[config.mk]
export PLATFORM = sky130hd
export DESIGN_NAME = multi_channel_square_tone_mixer
export DESIGN_NICKNAME = d
export VERILOG_FILES = /design/src/hdl/mctm_pkg.sv /design/src/hdl/multi_channel_square_tone_mixer.sv /design/src/hdl/mctm_period.sv /design/src/hdl/mctm_channel.sv
export VERILOG_INCLUDE_DIRS = /design/src /design/src/hdl
export SDC_FILE = /design/constraint.sdc
export NUM_CORES = 1
export LEC_CHECK = 0
export BUFFER_PORTS_ARGS = -buffer_cell sky130_fd_sc_hd__buf_2
export CORE_MARGIN = 2
export CORE_UTILIZATION = 65
export CTS_CLUSTER_DIAMETER = 120
export DETAILED_ROUTE_END_ITERATION = 8
export PLACE_DENSITY = 0.82
export SYNTH_ARGS = -nofsm -noshare
export SYNTH_HDL_FRONTEND = slang
export SYNTH_HIERARCHICAL = 1
export SYNTH_SLANG_ARGS = --single-unit
[constraint.sdc]
create_clock -name clk -period 24.3 [get_ports clk]
set_input_delay 4.86 -clock clk [delete_from_list [all_inputs] [get_ports clk]]
set_output_delay 4.86 -clock clk [all_outputs]
set_load 0.005 [all_outputs]
[src/hdl/multi_channel_square_tone_mixer_macros.svh]
// assertion helpers shared by the tone mixer rtl
`ifndef MULTI_CHANNEL_SQUARE_TONE_MIXER_MACROS_SVH
`define MULTI_CHANNEL_SQUARE_TONE_MIXER_MACROS_SVH

// same-cycle implication, checked on rising clk outside reset
`define MCTM_ASSERT_SAME(label, ante, cons) \
	label: assert property (@(posedge clk) disable iff (!arst_n) (ante) |-> (cons)) \
		else $error("mctm assertion failed");

// next-cycle implication
`define MCTM_ASSERT_NEXT(label, ante, cons) \
	label: assert property (@(posedge clk) disable iff (!arst_n) (ante) |=> (cons)) \
		else $error("mctm assertion failed");

`endif

[src/hdl/mctm_pkg.sv]
package mctm_pkg;

	localparam int CHANNELS = 3;
	localparam logic [7:0] REST_CODE = 8'd255;

	localparam int LEVEL_W = 6;
	localparam int MIX_W = 10;
	localparam int FRAC_BITS = 20;

	typedef enum logic {
		OP_TICK = 1'b0,
		OP_NOTE = 1'b1
	} op_t;

	localparam logic [1:0] REG_MASTER_VOLUME = 2'd0;
	localparam logic [1:0] REG_OUTPUT_ENABLE = 2'd1;
	localparam logic [1:0] REG_LAST_VOLUME = 2'd2;

	// period at the lowest octave for each semitone, FRAC_BITS fraction bits
	// 44100*8*2^(-s/12)/440 = sd*441/5.5e9 with sd = 2^(-s/12) * 1e10
	localparam logic [31:0] BASE_PERIOD [12] = '{
		32'((64'd10000000000 * 64'd441 * (64'd1 << FRAC_BITS)) / 64'd5500000000),
		32'((64'd9438743127 * 64'd441 * (64'd1 << FRAC_BITS)) / 64'd5500000000),
		32'((64'd8908987181 * 64'd441 * (64'd1 << FRAC_BITS)) / 64'd5500000000),
		32'((64'd8408964153 * 64'd441 * (64'd1 << FRAC_BITS)) / 64'd5500000000),
		32'((64'd7937005260 * 64'd441 * (64'd1 << FRAC_BITS)) / 64'd5500000000),
		32'((64'd7491535384 * 64'd441 * (64'd1 << FRAC_BITS)) / 64'd5500000000),
		32'((64'd7071067812 * 64'd441 * (64'd1 << FRAC_BITS)) / 64'd5500000000),
		32'((64'd6674199271 * 64'd441 * (64'd1 << FRAC_BITS)) / 64'd5500000000),
		32'((64'd6299605249 * 64'd441 * (64'd1 << FRAC_BITS)) / 64'd5500000000),
		32'((64'd5946035575 * 64'd441 * (64'd1 << FRAC_BITS)) / 64'd5500000000),
		32'((64'd5612310242 * 64'd441 * (64'd1 << FRAC_BITS)) / 64'd5500000000),
		32'((64'd5297315472 * 64'd441 * (64'd1 << FRAC_BITS)) / 64'd5500000000)
	};

	typedef struct packed {
		logic       note_wr;
		logic       tick;
		logic [7:0] note;
		logic [1:0] vol;
	} chan_ctrl_t;

endpackage

[src/hdl/multi_channel_square_tone_mixer.sv]
// a sample tick passes through the input register, which takes the request, and then the output register
// that holds the sample until the sink takes it; a held sample stalls the input register
// note events give no result
// throughput: one request per cycle while the output is not stalled
// reset: all channels rest with zero phase, master volume and enable at 0,
// last channel volume at half
`include "multi_channel_square_tone_mixer_macros.svh"

module multi_channel_square_tone_mixer
	import mctm_pkg::*;
(
	input  logic        clk,
	input  logic        arst_n,
	input  logic        s_tvalid,
	output logic        s_tready,
	input  logic [15:0] s_tdata,   // note_code [7:0], channel_index [9:8], zero [15:10]
	input  logic        s_tuser,   // operation
	output logic        m_tvalid,
	input  logic        m_tready,
	output logic [7:0]  m_tdata,   // mixed_sample [5:0], zero [7:6]
	input  logic        cfg_wr_en,
	input  logic [1:0]  cfg_index,
	input  logic [2:0]  cfg_wdata
);

	logic [2:0] master_volume_q;
	logic       output_enable_q;
	logic [1:0] last_volume_q;

	logic       valid_s1;
	op_t        op_s1;
	logic [7:0] note_s1;
	logic [1:0] chan_s1;

	logic       m_tvalid_q;
	logic [5:0] sample_q;

	logic        advance;
	logic        muted;
	logic [2:0]  step;
	logic [1:0]  last_vol;
	logic [15:0] period;
	logic signed [LEVEL_W-1:0] level_sum;
	logic signed [MIX_W-1:0]   mix;
	logic [5:0]  sample;

	chan_ctrl_t        ctrl [CHANNELS];
	logic signed [2:0] chan_level [CHANNELS];

	assign advance = valid_s1 && ((op_s1 == OP_NOTE) || !m_tvalid_q || m_tready);
	assign s_tready = !valid_s1 || advance;
	assign step = (master_volume_q > 3'd4) ? 3'd4 : master_volume_q;
	assign muted = (step == 3'd0) || !output_enable_q;
	assign last_vol = (last_volume_q > 2'd2) ? 2'd2 : last_volume_q;

	always_ff @(posedge clk or negedge arst_n) begin
		if (!arst_n) begin
			master_volume_q <= '0;
			output_enable_q <= 1'b0;
			last_volume_q <= 2'd1;
		end else if (cfg_wr_en) begin
			case (cfg_index)
				REG_MASTER_VOLUME: master_volume_q <= cfg_wdata;
				REG_OUTPUT_ENABLE: output_enable_q <= cfg_wdata[0];
				REG_LAST_VOLUME:   last_volume_q <= cfg_wdata[1:0];
				default: ;
			endcase
		end
	end

	always_ff @(posedge clk or negedge arst_n) begin
		if (!arst_n) begin
			valid_s1 <= 1'b0;
		end else if (s_tready) begin
			valid_s1 <= s_tvalid;
		end
	end

	always_ff @(posedge clk) begin
		if (s_tready && s_tvalid) begin
			op_s1 <= op_t'(s_tuser);
			note_s1 <= s_tdata[7:0];
			chan_s1 <= s_tdata[9:8];
		end
	end

	mctm_period u_period (
		.note   (note_s1),
		.period (period)
	);

	for (genvar c = 0; c < CHANNELS; c++) begin : g_chan
		always_comb begin
			ctrl[c].note_wr = advance && (op_s1 == OP_NOTE) && (4'(chan_s1) == 4'(c));
			ctrl[c].tick = advance && (op_s1 == OP_TICK) && !muted;
			ctrl[c].note = note_s1;
			ctrl[c].vol = (c == CHANNELS - 1) ? last_vol : 2'd1;
		end

		mctm_channel u_chan (
			.clk       (clk),
			.arst_n    (arst_n),
			.ctrl      (ctrl[c]),
			.period_in (period),
			.level     (chan_level[c])
		);
	end

	always_comb begin
		level_sum = '0;
		for (int c = 0; c < CHANNELS; c++) begin
			level_sum = level_sum + LEVEL_W'(chan_level[c]);
		end
		mix = MIX_W'(level_sum) * $signed({{(MIX_W-3){1'b0}}, step});
		if (muted) begin
			sample = '0;
		end else if (mix > MIX_W'(31)) begin
			sample = 6'd31;
		end else if (mix < -MIX_W'(32)) begin
			sample = 6'b100000;
		end else begin
			sample = mix[5:0];
		end
	end

	always_ff @(posedge clk or negedge arst_n) begin
		if (!arst_n) begin
			m_tvalid_q <= 1'b0;
		end else if (advance && (op_s1 == OP_TICK)) begin
			m_tvalid_q <= 1'b1;
		end else if (m_tready) begin
			m_tvalid_q <= 1'b0;
		end
	end

	always_ff @(posedge clk) begin
		if (advance && (op_s1 == OP_TICK)) begin
			sample_q <= sample;
		end
	end

	assign m_tvalid = m_tvalid_q;
	assign m_tdata = {2'b00, sample_q};

	// a stalled input stage only happens behind a held sample
	`MCTM_ASSERT_SAME(a_stall_cause, !s_tready, valid_s1 && (op_s1 == OP_TICK) && m_tvalid_q && !m_tready)
	`MCTM_ASSERT_NEXT(a_tick_gives_sample, advance && (op_s1 == OP_TICK), m_tvalid)
	`MCTM_ASSERT_NEXT(a_muted_zero, advance && (op_s1 == OP_TICK) && muted, m_tdata == 8'd0)
	`MCTM_ASSERT_NEXT(a_note_no_sample, advance && (op_s1 == OP_NOTE) && !m_tvalid_q, !m_tvalid)

endmodule

[src/hdl/mctm_period.sv]
module mctm_period
	import mctm_pkg::*;
(
	input  logic [7:0]  note,
	output logic [15:0] period
);

	logic [8:0]  ofs;
	logic [16:0] oct_prod;
	logic [4:0]  oct;
	logic [3:0]  semi;
	logic [5:0]  shamt;
	logic [31:0] half;
	logic [31:0] rounded;

	always_comb begin
		ofs = 9'(note) + 9'd3;
		// divide by 12 through reciprocal 171/2048, exact for ofs below 259
		oct_prod = 17'(ofs) * 17'd171;
		oct = oct_prod[15:11];
		semi = 4'(ofs - 9'(oct) * 9'd12);
		shamt = 6'(FRAC_BITS) + 6'(oct);
		half = 32'd1 << (shamt - 6'd1);
		rounded = (BASE_PERIOD[semi] + half) >> shamt;
		period = rounded[15:0];
	end

endmodule

[src/hdl/mctm_channel.sv]
module mctm_channel
	import mctm_pkg::*;
(
	input  logic              clk,
	input  logic              arst_n,
	input  chan_ctrl_t        ctrl,
	input  logic [15:0]       period_in,
	output logic signed [2:0] level
);

	logic [7:0]  note_q;
	logic [15:0] period_q;
	logic [15:0] phase_q;
	logic [15:0] phase_next;
	logic        silent;
	logic        changed;
	logic signed [2:0] vol_s;

	assign silent = (note_q == REST_CODE);
	assign changed = ctrl.note_wr && (ctrl.note != note_q);
	assign vol_s = $signed({1'b0, ctrl.vol});

	always_comb begin
		phase_next = phase_q + 16'd1;
		if (phase_next == period_q) begin
			phase_next = '0;
		end
	end

	always_comb begin
		if (silent) begin
			level = '0;
		end else if (phase_q < (period_q >> 1)) begin
			level = vol_s;
		end else begin
			level = -vol_s;
		end
	end

	always_ff @(posedge clk or negedge arst_n) begin
		if (!arst_n) begin
			note_q <= REST_CODE;
			period_q <= '0;
			phase_q <= '0;
		end else if (changed) begin
			note_q <= ctrl.note;
			phase_q <= '0;
			period_q <= (ctrl.note == REST_CODE) ? 16'd0 : period_in;
		end else if (ctrl.tick && !silent) begin
			phase_q <= phase_next;
		end
	end

endmodule

# == Word level (Yosys, flattened, before mapping) ==
# Memory sizes are Yosys's and may differ from the RTL's.
# Cells that the tools add are included.
# classes
n_addsub,11
n_mul,3
n_div,0
order_cmp,8
n_eq_ne,14
shift,2
muxes,24
bitwise,2
reduce_logical,36
# ops
cell,count
$mux 16,10
$mux 32,2
$add 16x1->16 const B,3
$eq 16x16->1,3
$lt 16x15->1,3
$add 32x32->32,1
$eq 8x8->1 const B,4
$shl 1x6->32 const A,1
$shr 32x6->16,1
$ne 8x8->1,3
$mux 3,7
$mul 9x8->16 const B,1
$logic_and 1x1->1,14
$add 8x2->9 const B,1
$gt 9x6->1 const B,1
$lt 9x6->1 const B,1
$mul 5x4->9,1
$reduce_bool 2->1,4
$logic_not 1->1,7
$add 5x5->6 const A,1
$mux 6,1
$reduce_and 2->1,3
$sub 6x1->6 const B,1
$add 4x3->5,1
other kinds (18),25
# word_totals
ff_bits,145
latchBits,0
ram_bits,0
mem_bits_ro,512
input_bits,27
output_inout_bits,10
word_cells,120
n_memories,1
# mem_list
memory,words,word_bits,rd,rd_clocked_by_memory_dff,wr,line,text
(no name shown),16,32,1,0,0,mctm_period.sv:24,rounded = (BASE_PERIOD[semi] + half) >> shamt;

# == Longest topological paths before layout ==
# logic_depth
ltp_word,11
ltp_mapped,40
mapped_depth_nobuf,38

# == By module ==
# The synthesis kept the hierarchy.
# by_module_without_submodules
mod,instances,cells_each,area_each_um2
mctm_channel (g_chan[1].u_chan ...),2,343,2921.6
mctm_period,1,532,3896.2
mctm_channel (g_chan[0].u_chan),1,344,2954.1
multi_channel_square_tone_mixer,1,172,1865.5

# == Worst setup path after synthesis ==
# No wires, ideal clock.
# synth_timing
kind,input port to output port
from,in m_tready
to,out s_tready
arrival_time_ps,5183
slack_ps,14257
cell_stages,3
path_cell_list,nand2b_1 -> nor2_1 -> inv_1
# synth_via
elab_chain_cells,3
# synth_rtl
item,line,text
"start, declared",multi_channel_square_tone_mixer.sv:19,"input logic m_tready,"
$logic_or 1x1->1,multi_channel_square_tone_mixer.sv:50,assign advance = valid_s1 && ((op_s1 == OP_NOTE) || !m_tvalid_q || m_tready);
$logic_and 1x1->1,multi_channel_square_tone_mixer.sv:50,
$logic_or 1x1->1,multi_channel_square_tone_mixer.sv:51,assign s_tready = !valid_s1 || advance;
"end, declared",multi_channel_square_tone_mixer.sv:15,"output logic s_tready,"
# No other way between the ends.

# == Worst setup path after layout ==
# layout_timing
from,reg note_s1[0]
to,reg g_chan[1].u_chan.period_q[7]
# layout_via
elab_chain_cells,11
elab_cells_between_ends,17
# layout_rtl
item,line,text
"start, declared",multi_channel_square_tone_mixer.sv:32,logic [7:0] note_s1;
"start signal, assigned",multi_channel_square_tone_mixer.sv:82,note_s1 <= s_tdata[7:0];
$add 8x2->9 (*),mctm_period.sv:17,ofs = 9'(note) + 9'd3;
$mul 9x8->16,mctm_period.sv:19,oct_prod = 17'(ofs) * 17'd171;
$mul 5x2->2,mctm_period.sv:21,semi = 4'(ofs - 9'(oct) * 9'd12);
$sub 4x4->4,mctm_period.sv:21,
$not 4->5 (not written as such),mctm_period.sv:24,
$mem_v2 16x32,-,
$mux 32 (not written as such) (2 in series),mctm_period.sv:24,
$add 32x32->32,mctm_period.sv:24,
$shr 32x6->16 (*),mctm_period.sv:24,
net period[7],multi_channel_square_tone_mixer.sv:42,logic [15:0] period;
$mux 16 (*),mctm_channel.sv:48,period_q <= (ctrl.note == REST_CODE) ? 16'd0 : period_in;
"end signal, assigned",mctm_channel.sv:48,
"end, declared",mctm_channel.sv:12,logic [15:0] period_q;
# The timed path passes the listed nets; every way through them passes the cells marked *. The select of a mux whose other input is x is not followed.
# A chain may end at the register's enable or synchronous reset.

==> reports/results.tsv <==
stage	metric	value	unit
clocking	cts_setup_buffers	0	
sta	maxSlewHeadroom	0.3160	
grt	grt_usage	0.2966	
synth	synth_cells	1734	
clocking	cts-root-buf	clkbuf_16	
synth	ys_seq_area_frac	0.2572	
synth	ys_ff_latch	145	
die	start_util	0.6651	
finish	fillers	1710	
critical_path	slowest_stage	edfxtp_1	
critical_path	crit_fanout	17	
flow_run	max_cap_violations	0	
die	die_x	153.7	um
clocking	h-tree-depth	4	
synth	yosys.area.top_type	dfrtp_1	
sta	fin_setup_tns	0	ns
placed_design	dp_hpwl	25030	um
critical_path	critPathMaxStageDelay	0.79	ns
route	drt_iter0_markers	770	
grt	grt_max_degree	82	
clocking	numCtsBuffers	17	
synth	syn_avg_cell_area	8.396	um2
sta	tightestPinTransition	1.022	ns
sta	period_needed	11.55	ns
finish	diodes	0	
placed_design	place_area	14800	um2
grt	grt_pass1_wl	58610	um
synth	netlist.area_leader.share	0.1770	
critical_path	crit_buf_inv	8	
sta	rsz0062_at_grt	false	
route	drt_pass1_iterations	7	
critical_path	end_kind	flop	
clocking	cts_sinks	145	
synth	synth_edf_count	17	
grt	antenna_found_initial	0	
clocking	cts_tree	built	
route	wl_per_cell	16.99	um
synth	ys.flop_type	dfrtp_1	
die	dieArea	23610	um2
synth	async_flop_share	0.8828	
clocking	cts-resized-gates	0	
worst_hold_path	hold_path.class	reg -> reg	
critical_path	worstSetupPathType	reg -> reg	
outcome	status	complete, no violations	
route	drc	0	
grt	gr-total-overflow	0	
critical_path	cp_common_cell	inv_1	
critical_path	crit_arrival	11.90	ns
clocking	clk_path_buf_depth	2	
clocking	clock_latency	0.43	ns
sta	skew	0.008173	ns
sta	final-setup-viol-count	0	
die	ios	37	
route	viasPerCell	6.202	
synth	synth.distinct_cells	100	
grt	first_global_vias	12290	
clocking	path_clk_slew	0.06	ns
route	wirelength	34230	um
sta	timing.final.crit_share	0.4754	
synth	yosys-top-cells-area	dfrtp_1, ha_1, nand2_1, xnor2_1, dfstp_2	
die	core	21890	um2
critical_path	critPathLaunchType	flop	
synth	yosysWarnings	6	
route	route.vias.total	12500	
sta	slew_viol_final	0	
placed_design	gp_congestion	0.9120	
die	row_count	54	
finish	syn2layout_area_growth	5.698	%
route	drtAntennaViolNets	0	
critical_path	cp_data_required_time	24.65	ns
critical_path	cp_top_family	compound AO/OA/AOI/OAI gates	
synth	syn_area	14560	um2
placed_design	port_buffers	28	
sta	hold_viol_final	0	
clocking	hold_buffers	0	
die	die_y	153.7	um
finish	stdcell_area	15390	um2
finish	nets	1919	
sta	fmax	86.56	MHz
finish	drive_gt1_frac	0.1164	
[sequential cells by signal (all words and copies together), names as in the netlist]
register and count:
g_chan.u_chan/period_q 48, sample_q 6, op_s1 1, output_enable_q 1
valid_s1 1, m_tvalid 1, last_volume_q 2, master_volume_q 3
g_chan.u_chan/note_q 24, note_s1 8, chan_s1 2, g_chan.u_chan/phase_q 48
[logic make-up (layout without fill, tap and decap cells)]
family | count (synthesis) | after routing | synth area share
compound gates | 391 | 391 | 0.1963
xor+xnor | 123 | 123 | 0.07657
fa+ha+maj | 170 | 170 | 0.1580
buf+inv | 249 | 229 | 0.07047
flops | 145 | 145 | 0.2572
mux | 48 | 48 | 0.03644
other cells | 3 | 24 | 0.0007734
simple gates | 605 | 605 | 0.2043
[layout make-up]
cell class,instances,area [um2],area share
timing repair buffer,40,232.7,0.01512
clock buffer,24,491.7,0.03195
sequential,145,3745,0.2434
inverter,157,589.3,0.03830
clock inverter,8,101.3,0.006586
tap,280,350.3,0.02277
multi-input combinational,1361,9878,0.6419
[cell usage after synthesis, drive strengths merged, types with 10 or more instances]
cell / number
ha: 147
buf: 33
o211ai: 53
edfxtp: 17
nor3: 33
and2: 33
a22oi: 10
a21o: 32
fa: 23
o21ai: 108
nor4: 15
nand2b: 11
or2: 12
a21oi: 54
dfrtp: 103
o2111ai: 14
xnor2: 88
mux2i: 11
clkbuf: 59
and4: 10
or3: 10
nand4: 42
o22ai: 10
mux2: 37
nand2: 227
inv: 156
nor2: 114
nand3: 51
dfstp: 25
a211oi: 13
xor2: 35
and3: 18
o221ai: 12
[placed cells by master, fill, tap and decap left out, types with 13 or more instances in the layout]
master	Yosys	routed
nand2_1	227	227
inv_1	154	154
ha_1	147	147
nor2_1	113	113
dfrtp_1	103	103
o21ai_0	97	97
xnor2_1	84	84
a21oi_1	53	53
nand3_1	47	47
o211ai_1	45	45
nand4_1	40	40
mux2_2	36	36
xor2_1	34	34
and2_1	33	33
a21o_1	32	32
nor3_1	31	31
buf_2	20	27
dfstp_2	25	25
conb_1	3	24
fa_1	23	23
edfxtp_1	17	17
clkbuf_16	0	17
and3_1	17	17
buf_4	9	13
[metrics by stage]
step	utilization	hold WS [ns]	worst slack (ns)	std cells
after floorplan	-	0.4704	14.26	1755
after global placement	0.6759	0.5040	13.47	1983
after detailed placement	0.6759	0.5075	13.14	1983
after CTS	0.7030	0.5223	12.92	2015
after global routing	0.7030	0.5603	11.98	2015
final	0.7030	0.5306	12.75	2015
[tightest hold or removal path, stage by stage, from the launching register on]
cell and delay [ns]:
dfrtp_1 0.37, nand2_1 0.06, o21ai_0 0.06
[layer usage]
layer,part of all wire,vias up,GRT usage
met5,0,-,0
met4,0.020,0,0.09611
met3,0.041,62,0.04030
met2,0.50,312,0.5103
met1,0.44,6029,0.3878
li1,-,6094,-
[worst paths after layout]
kind,from,cells after the start,slack (ns),to
max in group asynchronous,arst_n,2,18.39,g_chan[2].u_chan/phase_q[11]
worst max register to register,note_s1[0],39,12.75,g_chan[1].u_chan/period_q[7]
worst max-delay path,note_s1[0],39,12.75,g_chan[1].u_chan/period_q[7]
min in group asynchronous,arst_n,1,4.44,g_chan[0].u_chan/phase_q[11]
worst min-delay path,g_chan[1].u_chan/period_q[11],2,0.53,g_chan[1].u_chan/period_q[11]
worst min register to register,g_chan[1].u_chan/period_q[11],2,0.53,g_chan[1].u_chan/period_q[11]
Power is not shown: default switching activity piles up to over one toggle a cycle in this logic, so the estimate is an artifact.
